===== config.mk =====
export PLATFORM = sky130hd
export DESIGN_NAME = two_kind_pair_matching_stack_top
export DESIGN_NICKNAME = d
export VERILOG_FILES = /design/src/rtl/core/tkpms_pkg.sv /design/src/rtl/core/tkpms_cell.sv /design/src/rtl/core/tkpms_chain.sv /design/src/rtl/core/two_kind_pair_matching_stack_top.sv
export SDC_FILE = /design/constraint.sdc
export NUM_CORES = 2
export LEC_CHECK = 0
export ABC_AREA = 1
export BUFFER_PORTS_ARGS = -buffer_cell sky130_fd_sc_hd__clkbuf_2
export CORE_UTILIZATION = 55
export CTS_BUF_LIST = sky130_fd_sc_hd__clkbuf_8
export CTS_CLUSTER_DIAMETER = 60
export CTS_CLUSTER_SIZE = 20
export DETAILED_ROUTE_END_ITERATION = 6
export PLACE_DENSITY = 0.67
export SKIP_CTS_REPAIR_TIMING = 1
export SYNTH_ARGS = -nofsm -noshare
export SYNTH_HDL_FRONTEND = slang
export SYNTH_SLANG_ARGS = --single-unit

===== constraint.sdc =====
create_clock -name clk_i -period 472.4 [get_ports clk_i]
set_input_delay 94.48 -clock clk_i [delete_from_list [all_inputs] [get_ports clk_i]]
set_output_delay 94.48 -clock clk_i [all_outputs]
set_load 0.01 [all_outputs]

===== src/rtl/core/tkpms_pkg.sv =====
// Package for the two-kind pair matching stack: item structs, stack codes,
// symbol constants and the shift control struct. No dependencies.
`timescale 1ns / 1ps

package tkpms_pkg;

  localparam int unsigned StackDepth = 1024;
  localparam int unsigned LevelW     = $clog2(StackDepth) + 1;
  localparam int unsigned CountW     = 13;
  localparam logic [CountW-1:0] CountMax = {CountW{1'b1}};

  localparam logic [7:0] SymSep     = 8'h40;  // '@'
  localparam logic [7:0] SymUpOpen  = 8'h48;  // 'H'
  localparam logic [7:0] SymLoOpen  = 8'h68;  // 'h'
  localparam logic [7:0] SymUpClose = 8'h4D;  // 'M'
  localparam logic [7:0] SymLoClose = 8'h6D;  // 'm'

  typedef enum logic [1:0] {
    CodeUpOpen  = 2'd0,
    CodeLoOpen  = 2'd1,
    CodeUpClose = 2'd2,
    CodeLoClose = 2'd3
  } code_e;

  typedef struct packed {
    logic [7:0] symbol;
    logic       last_of_sequence;
  } in_item_t;

  typedef struct packed {
    logic [CountW-1:0] pair_count;
    logic              overflow;
  } out_item_t;

  typedef struct packed {
    logic  push;
    logic  pop;
    code_e code;
  } shift_ctrl_t;

endpackage


===== src/rtl/core/tkpms_cell.sv =====
// One stack cell: holds a single 2-bit entry and shifts with its neighbors.
// Depends on tkpms_pkg.
`timescale 1ns / 1ps

module tkpms_cell (
  input  logic                      clk_i,
  input  tkpms_pkg::shift_ctrl_t    ctrl_i,
  input  tkpms_pkg::code_e          shallower_i,
  input  tkpms_pkg::code_e          deeper_i,
  output tkpms_pkg::code_e          entry_o
);

  tkpms_pkg::code_e entry_q, entry_d;

  always_comb begin
    entry_d = entry_q;
    if (ctrl_i.push) begin
      entry_d = shallower_i;
    end else if (ctrl_i.pop) begin
      entry_d = deeper_i;
    end
  end

  always_ff @(posedge clk_i) begin
    entry_q <= entry_d;
  end

  assign entry_o = entry_q;

endmodule


===== src/rtl/core/tkpms_chain.sv =====
// Row of stack cells with the top of stack in cell zero.
// Depends on tkpms_pkg and tkpms_cell.
`timescale 1ns / 1ps

module tkpms_chain (
  input  logic                   clk_i,
  input  tkpms_pkg::shift_ctrl_t ctrl_i,
  output tkpms_pkg::code_e       top_o
);

  tkpms_pkg::code_e entry [tkpms_pkg::StackDepth];

  for (genvar i = 0; i < tkpms_pkg::StackDepth; i++) begin : g_cell
    tkpms_pkg::code_e shallower, deeper;

    // Cell zero takes the new code on push; the deepest cell refills itself on pop.
    if (i == 0) begin : g_head
      assign shallower = ctrl_i.code;
    end else begin : g_body
      assign shallower = entry[i-1];
    end
    if (i == tkpms_pkg::StackDepth - 1) begin : g_tail
      assign deeper = entry[i];
    end else begin : g_inner
      assign deeper = entry[i+1];
    end

    tkpms_cell u_cell (
      .clk_i       (clk_i),
      .ctrl_i      (ctrl_i),
      .shallower_i (shallower),
      .deeper_i    (deeper),
      .entry_o     (entry[i])
    );
  end

  assign top_o = entry[0];

endmodule


===== src/rtl/core/two_kind_pair_matching_stack_top.sv =====
// A result is valid in the cycle after its last item is accepted.
// Throughput: one item per cycle; the top of stack sits in cell zero of a
// shifting cell chain, so the match decision needs only that register and the level.
// Input stalls only while a finished result waits in the output register.
// Reset clears level, pair count, overflow flag and output valid; cells are not reset.
// Top level; depends on tkpms_pkg and tkpms_chain.
`timescale 1ns / 1ps

module two_kind_pair_matching_stack_top (
  input  logic                 clk_i,
  input  logic                 rst_ni,
  input  logic                 in_valid_i,
  output logic                 in_ready_o,
  input  tkpms_pkg::in_item_t  in_item_i,
  output logic                 out_valid_o,
  input  logic                 out_ready_i,
  output tkpms_pkg::out_item_t out_item_o
);

  localparam logic [tkpms_pkg::LevelW-1:0] LevelFull =
    tkpms_pkg::LevelW'(tkpms_pkg::StackDepth);

  logic [tkpms_pkg::LevelW-1:0] level_q, level_d;
  logic [tkpms_pkg::CountW-1:0] pairs_q, pairs_d, pairs_upd;
  logic                         ovf_q, ovf_d, ovf_upd;
  logic                         out_valid_q, out_valid_d;
  tkpms_pkg::out_item_t         out_item_q, out_item_d;
  tkpms_pkg::shift_ctrl_t       ctrl;
  tkpms_pkg::code_e             top;
  logic                         accept;
  logic                         want_push, match;
  logic [tkpms_pkg::LevelW-1:0] level_upd;

  tkpms_chain u_chain (
    .clk_i  (clk_i),
    .ctrl_i (ctrl),
    .top_o  (top)
  );

  assign in_ready_o = !out_valid_q || out_ready_i;
  assign accept     = in_valid_i && in_ready_o;

  always_comb begin
    want_push = 1'b0;
    match     = 1'b0;
    ctrl.code = tkpms_pkg::CodeUpOpen;
    level_upd = level_q;
    unique case (in_item_i.symbol)
      tkpms_pkg::SymSep: level_upd = '0;
      tkpms_pkg::SymUpOpen: begin
        want_push = 1'b1;
        ctrl.code = tkpms_pkg::CodeUpOpen;
      end
      tkpms_pkg::SymLoOpen: begin
        want_push = 1'b1;
        ctrl.code = tkpms_pkg::CodeLoOpen;
      end
      tkpms_pkg::SymUpClose: begin
        match     = (level_q != '0) && (top == tkpms_pkg::CodeUpOpen);
        want_push = !match;
        ctrl.code = tkpms_pkg::CodeUpClose;
      end
      tkpms_pkg::SymLoClose: begin
        match     = (level_q != '0) && (top == tkpms_pkg::CodeLoOpen);
        want_push = !match;
        ctrl.code = tkpms_pkg::CodeLoClose;
      end
      default: ;
    endcase

    // Drop a push onto a full stack and flag it.
    ctrl.push = accept && want_push && (level_q != LevelFull);
    ctrl.pop  = accept && match;
    ovf_upd   = ovf_q || (want_push && (level_q == LevelFull));
    pairs_upd = pairs_q;
    if (match) begin
      level_upd = level_q - tkpms_pkg::LevelW'(1);
      if (pairs_q != tkpms_pkg::CountMax) begin
        pairs_upd = pairs_q + tkpms_pkg::CountW'(1);
      end
    end else if (want_push && (level_q != LevelFull)) begin
      level_upd = level_q + tkpms_pkg::LevelW'(1);
    end

    level_d     = level_q;
    pairs_d     = pairs_q;
    ovf_d       = ovf_q;
    out_valid_d = out_valid_q && !out_ready_i;
    out_item_d  = out_item_q;
    if (accept) begin
      if (in_item_i.last_of_sequence) begin
        level_d                = '0;
        pairs_d                = '0;
        ovf_d                  = 1'b0;
        out_valid_d            = 1'b1;
        out_item_d.pair_count  = pairs_upd;
        out_item_d.overflow    = ovf_upd;
      end else begin
        level_d = level_upd;
        pairs_d = pairs_upd;
        ovf_d   = ovf_upd;
      end
    end
  end

  always_ff @(posedge clk_i or negedge rst_ni) begin
    if (!rst_ni) begin
      level_q     <= '0;
      pairs_q     <= '0;
      ovf_q       <= 1'b0;
      out_valid_q <= 1'b0;
    end else begin
      level_q     <= level_d;
      pairs_q     <= pairs_d;
      ovf_q       <= ovf_d;
      out_valid_q <= out_valid_d;
    end
  end

  always_ff @(posedge clk_i) begin
    out_item_q <= out_item_d;
  end

  assign out_valid_o = out_valid_q;
  assign out_item_o  = out_item_q;

  a_level_in_range: assert property (@(posedge clk_i) disable iff (!rst_ni)
    level_q <= LevelFull)
    else $error("stack level beyond depth");

  a_pop_needs_entry: assert property (@(posedge clk_i) disable iff (!rst_ni)
    ctrl.pop |-> (level_q != '0) && !ctrl.push)
    else $error("pop on empty stack or with push");

  a_last_gives_result: assert property (@(posedge clk_i) disable iff (!rst_ni)
    accept && in_item_i.last_of_sequence |=> out_valid_q && pairs_q == '0 && level_q == '0)
    else $error("last item did not produce a result and clear state");

  a_count_steps: assert property (@(posedge clk_i) disable iff (!rst_ni)
    accept && !in_item_i.last_of_sequence |=>
      pairs_q == $past(pairs_q) || pairs_q == $past(pairs_q) + tkpms_pkg::CountW'(1))
    else $error("pair count jumped");

  a_stall_only_on_held_result: assert property (@(posedge clk_i) disable iff (!rst_ni)
    !in_ready_o |-> out_valid_q && !out_ready_i)
    else $error("input stalled without a waiting result");

endmodule

==> results.md <==
- Top-level port count: 29
- Final weighted congestion in routability-driven placement: 0.7649
- Fillers: 13,667
- WS Path Type: in -> out
- Antenna violation net count after detailed routing: 0
- Total non-filler cell area in the finished layout: between 90,000 and 100,000 um^2
- Total Routing Usage GR: 0.1644
- Number of register bits inferred by synthesis: around 2,100
- Insertion delay of the later-clocked pin in the worst-skew pair: slightly below 0.9 ns
- TritonRoute pass-1 iters: 6
- Port buffer count: 28
- Max-capacitance violation count: 0
- Flop-to-flop setup slack: between 400 and 500 ns
- Number of distinct library cells after synthesis: 27
- CP startpoint kind: primary input
- Total count of hold-check failures in the final report: 0
- Area share of the largest cell type after synthesis: 0.6949
- Result of the run: finished, final reports clean
- Peak per-stage delay on the critical path: 0.14 ns
- Highest-count cells in the layout ignoring fill and taps: nand2_1, edfxtp_1, o21ai_0
- Register share of total power: 0.674
- Setup TNS: 0 ns
- Arrival time at the worst endpoint: 94.81 ns
- Most frequent CP cell: clkbuf_2
- Yosys synthesis warning count: 0
- Worst Hold Path Cells: 0
- Remaining global-route overflow: 0
- CTS Buffer Depth: 3
- Clk pwr share: 0.317
- Storage element area: approximately 63,000 um^2
- Crit Reg-Reg Endpoint: u_chain.g_cell[1000].u_cell.entry_o[0]$_DFFE_PP_
- Wire length of the first global-routing pass: 234,600 um
- Slowest cell on the critical path: clkbuf_2
- Achievable clock frequency: about 5.3 MHz
- Depth of the worst register-to-register path: 16
- Minimum clock period: between 150 and 200 ns
- Period utilization: 0.4007
- Internal Power: ~0.00024 W
- Syn nets: 8,475
- Net total in the final layout: 8,249
- Synth area leader: edfxtp_1
- End of the worst hold path: u_chain.g_cell[1023].u_cell.entry_o[0]$_DFFE_PP_
- Top fanout value on the critical path: 3
- Most common cell after layout, fill and taps aside: nand2_1
- Hold Slack: about 0.49 ns
- Worst-path clk slew: 0.11 ns
- Cell chosen for the clock root: clkbuf_8
- RSZ-0062 raised after global routing: false
- Worst Path Required: about 380 ns
- Initial Util: 0.5543
- Area used by multi-input combinational logic: between 20,000 and 25,000 um^2
- Top post-synthesis cells by area: edfxtp_1, nand2_1, o21ai_0
- Half-perimeter wire length after placement: roughly 73,000 um
- Std-Cell Rows: ~150
- Hold_sp: u_chain.g_cell[1022].u_cell.entry_o[0]$_DFFE_PP_
- Synth Cell Area: slightly below 90,000 um^2
- Nature of the critical path endpoint: primary output
- TritonCTS clock tree: yes
- Reg-to-Reg Start: level_q[0]$_DFFE_PN0P_
- Largest net degree at the start of global routing: around 220
- Die outline area: between 150,000 and 200,000 um^2
- CTS HTree Levels: 4
- Die extent in y: between 400 and 500 um
- Switch share: 0.2023
- IR drop worst, VDD: about 0.0028 mV
- PwrDens: 3.229 nW/um^2
- Drt wl/cell: 12.93 um
- Layout Skew: between 0.03 and 0.04 ns
- Number of instances in the synthesized netlist: between 8,000 and 9,000
- Measured slew at the worst slew-check pin: between 1 and 1.5 ns
- Number of antenna violations at the first check in global routing: 2
- Clock buffers created by TritonCTS: around 140
- Core Box Area: roughly 160,000 um^2
- 1st-iter DRT viols: approximately 5,000
- Post-Layout Cell Count: roughly 10,000
- Average footprint of a synthesized cell: 10.53 um^2
- Number of enable flip-flop cells after synthesis: between 2,000 and 2,500
- Via count of the first global-routing pass: 51,968
- Clk sink count: approximately 2,100
- Detail-routed via count per cell: around 5.1
- DRC violation count after routing: 0
- Classification of the worst-slack hold path: reg -> reg
- Count of pins over their slew limit: 0
- Share of flip-flops with an asynchronous set or reset: 0.01245
- Combinational cell fraction of total power: 0.009
- Layout Area Growth over Synthesis: 4.019%
- Sequential cell area fraction in the yosys report: 0.7022
- Final wirelength: 135,500 um
- Fraction of final layout cells sized beyond drive strength 1: 0.03810
- Static leakage: roughly 36 nW
- Via total after detailed routing: around 54,000
- Number of instances in the placed design: 10,249
- Final setup violating endpoints: 0
- Net Sw Power: roughly 0.00006 W
- Post-detailed-placement cell area: approximately 90,000 um^2
- Cell chain of the critical path: clkbuf_2, inv_1, nand2_1, clkbuf_2
- Top FF cell, synth: edfxtp_1
- Max-Slew Margin vs Limit: 0.2091
- Die W: approximately 400 um
through the flow:
step | setup slack (ns) | utilization | power [W]
after global placement | 283.09 | 0.5583 | 0.0002087
final | 283.12 | 0.5766 | 0.0002993
after CTS | 283.10 | 0.5765 | 0.0003042
after detailed placement | 283.10 | 0.5583 | 0.0002088
after floorplan | 227.76 | - | 0.0002144
after global routing | 283.06 | 0.5766 | 0.0003096
metal layers:
layer	share of wire	wire [um]	track usage
met5	0	0	0
met4	0.017	2285	0.03814
met3	0.031	4195	0.02424
met2	0.45	61170	0.2681
met1	0.50	67900	0.2344
cell usage after synthesis (3+ instances only):
cell type / count
nand2_1: 4120
edfxtp_1: 2062
o21ai_0: 994
inv_1: 572
buf_2: 238
clkbuf_1: 103
o21ai_1: 99
buf_6: 71
buf_4: 48
nand3_1: 36
nor2_1: 32
dfrtp_1: 26
xor2_1: 17
nor3_1: 9
a21oi_1: 8
nand4_1: 5
inv_2: 4
ha_1: 3
flip-flops by register name (all words and copies together) (netlist names):
register and flops:
level_q 11, pairs_q 13, u_chain.g_cell.u_cell.entry_o 2048, out_valid_o 1, out_item_o 14, ovf_q 1
cell families (layout without fill, tap and decap cells):
kind of cell | count (synthesis) | after routing | share of synthesized area
DFF | 2088 | 2088 | 0.7022
other | 0 | 4 | 0
buffers and inverters | 1036 | 897 | 0.05499
adders and majority gates | 3 | 3 | 0.0004213
and+or+nand+nor | 4211 | 4211 | 0.1786
xor gates and xnor gates | 18 | 18 | 0.001769
AOI/OAI and AO/OA | 1103 | 1103 | 0.06201
critical path, delay by kind of cell:
| family | cells | cell delay, ns |
|---|---|---|
| buf+inv | 3 | 0.25 |
| simple gates | 1 | 0.08 |
power groups by stage:
stage	Combinational [W]	Sequential [W]	Clock, W
floorplan	0.00000207	0.000212	0
finish	0.00000272	0.000202	0.0000948
detailed placement	0.00000275	0.000206	0
global route	0.00000316	0.000202	0.000105
global placement	0.00000265	0.000206	0
CTS	0.00000277	0.000202	0.0000996
worst max path at each step:
stage                                                                to  depth (start not counted)  slack (ns)          from
after floorplan           u_chain.g_cell[0].u_cell.entry_o[0]$_DFFE_PP_                          9      227.76  in_item_i[7]
after global placement                                       in_ready_o                          4      283.09   out_ready_i
after detailed placement                                     in_ready_o                          4      283.10   out_ready_i
after CTS                                                    in_ready_o                          4      283.10   out_ready_i
after global routing                                         in_ready_o                          4      283.06   out_ready_i
final                                                        in_ready_o                          4      283.12   out_ready_i
final cells by class:
| type | instances | area share |
|---|---|---|
| flip-flops and latches | 2088 | 0.6751 |
| clock buffers | 146 | 0.02168 |
| well taps | 2160 | 0.02916 |
| inverters | 576 | 0.02341 |
| clock inverters | 85 | 0.009868 |
| repair buffers | 90 | 0.007074 |
| multi-input cells | 5335 | 0.2336 |
| diodes | 4 | 0.0001080 |
(Power assumes the default switching activity.)
